`config.mk`:
```
export PLATFORM = sky130hd
export DESIGN_NAME = fahq_min_sel
export DESIGN_NICKNAME = d
export VERILOG_FILES = /design/src/rtl/core/fahq_pkg.sv /design/src/rtl/core/fahq_min_sel.sv
export SDC_FILE = /design/constraint.sdc
export NUM_CORES = 1
export LEC_CHECK = 0
export BUFFER_PORTS_ARGS = -buffer_cell sky130_fd_sc_hd__buf_2
export CAP_MARGIN = 20
export CORE_AREA = 3 3 115 117
export DETAILED_ROUTE_END_ITERATION = 8
export DIE_AREA = 0 0 118 120
export PLACE_DENSITY = 0.69
export SYNTH_ARGS = -nofsm -noshare
export SYNTH_HDL_FRONTEND = slang
export SYNTH_SLANG_ARGS = --single-unit
```
`constraint.sdc`:
```
create_clock -name vclk -period 10.2
set_input_delay 1.02 -clock vclk [all_inputs]
set_output_delay 1.02 -clock vclk [all_outputs]
set_load 0.005 [all_outputs]
```
`src/rtl/core/fahq_pkg.sv`:
```
// ============================================================================
// fahq_pkg
// Shared types, sizes and helpers of the four-ary min-heap queue.
// ============================================================================
package fahq_pkg;

  localparam int NODE_W   = 32;
  localparam int KEY_W    = 32;
  localparam int CAPACITY = 1024;
  localparam int ARITY    = 4;
  localparam int LANE_W   = $clog2(ARITY);
  localparam int IDX_W    = $clog2(CAPACITY);
  localparam int CNT_W    = IDX_W + 1;
  localparam int ROW_W    = IDX_W - LANE_W;
  localparam int ROWS     = CAPACITY / ARITY;

  localparam logic CMD_PUSH = 1'b0;
  localparam logic CMD_POP  = 1'b1;

  localparam logic [NODE_W-1:0] NODE_NONE = '1;

  typedef struct packed {
    logic [NODE_W-1:0] node;
    logic [KEY_W-1:0]  key;
  } entry_t;

  // One RAM row holds a complete sibling group: row r is the children of entry r.
  typedef entry_t [ARITY-1:0] row_t;

  typedef struct packed {
    logic              found;
    logic [LANE_W-1:0] lane;
  } pick_t;

  // Row and lane of a non-root heap index.
  function automatic logic [ROW_W-1:0] row_of(input logic [IDX_W-1:0] idx);
    logic [IDX_W-1:0] m;
    m = idx - IDX_W'(1);
    return m[IDX_W-1:LANE_W];
  endfunction

  function automatic logic [LANE_W-1:0] lane_of(input logic [IDX_W-1:0] idx);
    logic [IDX_W-1:0] m;
    m = idx - IDX_W'(1);
    return m[LANE_W-1:0];
  endfunction

endpackage

```
`src/rtl/core/fahq_min_sel.sv`:
```
// ============================================================================
// fahq_min_sel
// Picks the smallest valid child of a sibling row if it is strictly below
// the key of the entry that is sinking; the lowest lane wins on ties.
// ============================================================================
module fahq_min_sel (
  input  fahq_pkg::row_t                  row,
  input  logic [fahq_pkg::ARITY-1:0]      lane_vld,
  input  logic [fahq_pkg::KEY_W-1:0]      mov_key,
  output fahq_pkg::pick_t                 pick
);

  logic                        pair_vld [2];
  logic                        pair_sel [2];
  logic [fahq_pkg::KEY_W-1:0]  pair_key [2];
  logic                        top_sel;
  logic [fahq_pkg::KEY_W-1:0]  top_key;

  // First level of the tree: lanes 0/1 and 2/3, the left one kept on a tie.
  always_comb begin
    for (int p = 0; p < 2; p++) begin
      pair_vld[p] = lane_vld[2*p] | lane_vld[2*p+1];
      pair_sel[p] = !(lane_vld[2*p] &&
                      (!lane_vld[2*p+1] || row[2*p].key <= row[2*p+1].key));
      pair_key[p] = pair_sel[p] ? row[2*p+1].key : row[2*p].key;
    end
  end

  assign top_sel = !(pair_vld[0] && (!pair_vld[1] || pair_key[0] <= pair_key[1]));
  assign top_key = top_sel ? pair_key[1] : pair_key[0];

  assign pick.found = (pair_vld[0] | pair_vld[1]) && (top_key < mov_key);
  assign pick.lane  = top_sel ? {1'b1, pair_sel[1]} : {1'b0, pair_sel[0]};

endmodule
```
==> impl_metrics.csv <==
group,metric,value,unit
global_routing,grt_overflow,0,
finish,area_growth_syn_to_layout,23.3,%
critical_path,critPathRequiredTime,9.18,ns
placed_design,dpl_cell_area,5360,sq um
floorplanning,initial_utilization,34.9,%
finish,regArea,0,sq um
global_routing,gr-usage-all-layers,18.1,%
timing,fmax,0.110,GHz
timing,actual_transition_at_the_worst_max_transition_pin,0.822,ns
finish,post_route_cells_drive_above_1_share,24.8,%
floorplanning,rows,41,
timing,hold_viol,0,
floorplanning,core,12500,sq um
synth,synth.net_count,995,
critical_path,path_max_fanout,27,
flow_run,drv.max_cap_violation_count,0,
finish,seq_cells,0,
worst_hold_path,hold_path_class,"in -> out",
routing,drcViolationCount,0,
synth,leading_post_synthesis_cells_by_cell_area,"ha_1 37%, mux2i_1 21%, inv_1 11%",
timing,maxSlewViolCount,0,
timing,setup_violations,0,
critical_path,timing.critical_path.mode_cell,"ha_1",
critical_path,cp_slowest_stage_delay,0.73,ns
pwr,pwr_density_cell,58.0,nW/um^2
timing,fin_crit_period,9.12,ns
placed_design,portBuffers,167,
critical_path,worst-path-buf-inv,5,
critical_path,timing.critical_path.from_type,"input port",
floorplanning,floorplan.die.width,118,um
clock_network,post-cts-setup-buffers,0,
clock_network,ctsResizeCount,0,
finish,multi_input_comb_area,3770,sq um
timing,rsz_0062_raised_after_global_routing,"false",
synth,yosysWarnings,0,
placed_design,gp_congestion,0.862,
synth,avgSynthCellArea,7.55,sq um
synth,synth_top_cell_by_area,"ha_1",
routing,routed_wirelength,13100,um
global_routing,grt_first_pass_wirelength,21200,um
finish,layout.nets,1160,
synth,ys_seq_area_share,0,%
routing,detail_route.wl_per_cell,14.4,um
routing,drt_first_iter_violations,161,
timing,fin_crit_sh,89.4,%
routing,vias_per_cell,5.05,
pwr,max-vdd-ir-drop,0.0245,mV
critical_path,worst_ep_arrival_time,8.10,ns
global_routing,number_of_global_route_vias_before_repair,4477,
floorplanning,io_pins,295,
global_routing,grt_antenna_before_repair,4,
critical_path,critical-path-top-delay-family,"compound AO/OA/AOI/OAI gates",
critical_path,cell_at_the_slowest_stage_of_the_critical_path,"o311a_2",
critical_path,worstSetupPathDepth,27,
synth,syn_inst,576,
clock_network,cts-hold-fix-buffers,0,
finish,final_cell_area,5360,sq um
global_routing,grt_start_max_net_pins,28,
timing,fin_setup_tns,0,ns
routing,route.vias.total,4603,
critical_path,worst_setup_path_end_kind,"primary output",
routing,detail_route.first_pass.iterations,4,
synth,yosysUniqueCellTypes,47,
finish,n_clock_buffer,0,
finish,mostFrequentLayoutCells,"167 x buf_2, 130 x inv_1, 127 x ha_1",
outcome,run_status,"finished, final reports clean",
synth,synthesis.area,4350,sq um
finish,n_fill_cell,1320,
synth,synthDominantCellAreaShare,36.6,%
floorplanning,die_area,14200,sq um
placed_design,dp.final_hpwl,12100,um
worst_hold_path,worst_hold_path.num_cells,4,
finish,final_common_cell,"buf_2",
critical_path,crit_type,"in -> out",
routing,antenna_violating_nets_post_route,0,
floorplanning,die_y,120,um
timing,worst_slew_margin_rel,45.2,%
pwr,leakage_dissipation,0.00319,uW
-- power by group --
group	internal [uW]	leakage, uW	switching (uW)
logic	142	0.00319	169
clock network	0.0000131	0.00000000634	0
registers	0	0	0
total	142	0.00319	169
-- synthesized netlist by cell type (2+ instances only) --
cell and instances:
a211oi_1 6, nor2_1 12, a2111oi_0 2, a221oi_1 3
buf_12 2, nor4_1 5, o21ai_0 23, a21o_1 4
inv_1 130, o211ai_1 4, nand2_1 25, a21oi_1 48
nand2b_1 2, mux2i_1 93, buf_2 5, nor3_1 7
nand4_1 28, a22oi_1 3, o31ai_1 2, ha_1 127
mux2_2 2, or4_1 3, nand3_1 15, nor2b_1 2
-- routing by layer --
layer,track usage (%),vias up,share of wire [%]
li1,-,2404,-
met1,23.8,2027,47
met2,32.4,156,45
met3,3.35,10,6.8
met4,0.586,6,0.37
met5,0,-,0.17
-- cell type report --
cell class	count	share of cell area [%]
Antenna cell	1	0.0467
Inverter	131	9.17
Multi-Input combinational cell	435	70.3
Tap cell	172	4.01
Timing Repair Buffer	173	16.4
-- cells by family (layout without fill, tap and decap cells) --
logic type,count (synthesis),count (layout),synth area share [%]
compound gates,106,106,14.9
other cells,0,1,0
buf+inv,141,304,13.6
simple gates,107,107,13.0
fa+ha+maj,127,127,36.6
mux,95,95,21.9
-- path summary, 6_finish.rpt --
path	from	to	slack (ns)
worst max-delay path	row[219]	pick[2]	1.08
worst min-delay path	mov_key[0]	pick[2]	2.45
-- per-stage QoR --
step	total power, uW	std cells	util, %	setup WS (ns)	hold WS (ns)
floorplan	214	576	-	2.69	2.21
global placement	307	911	43.0	1.11	2.45
detailed placement	310	911	43.0	1.13	2.45
CTS	312	911	43.0	1.07	2.45
global route	357	912	43.0	0.357	2.48
finish	311	912	43.0	1.08	2.45
Power figures use the tool's default switching activity.
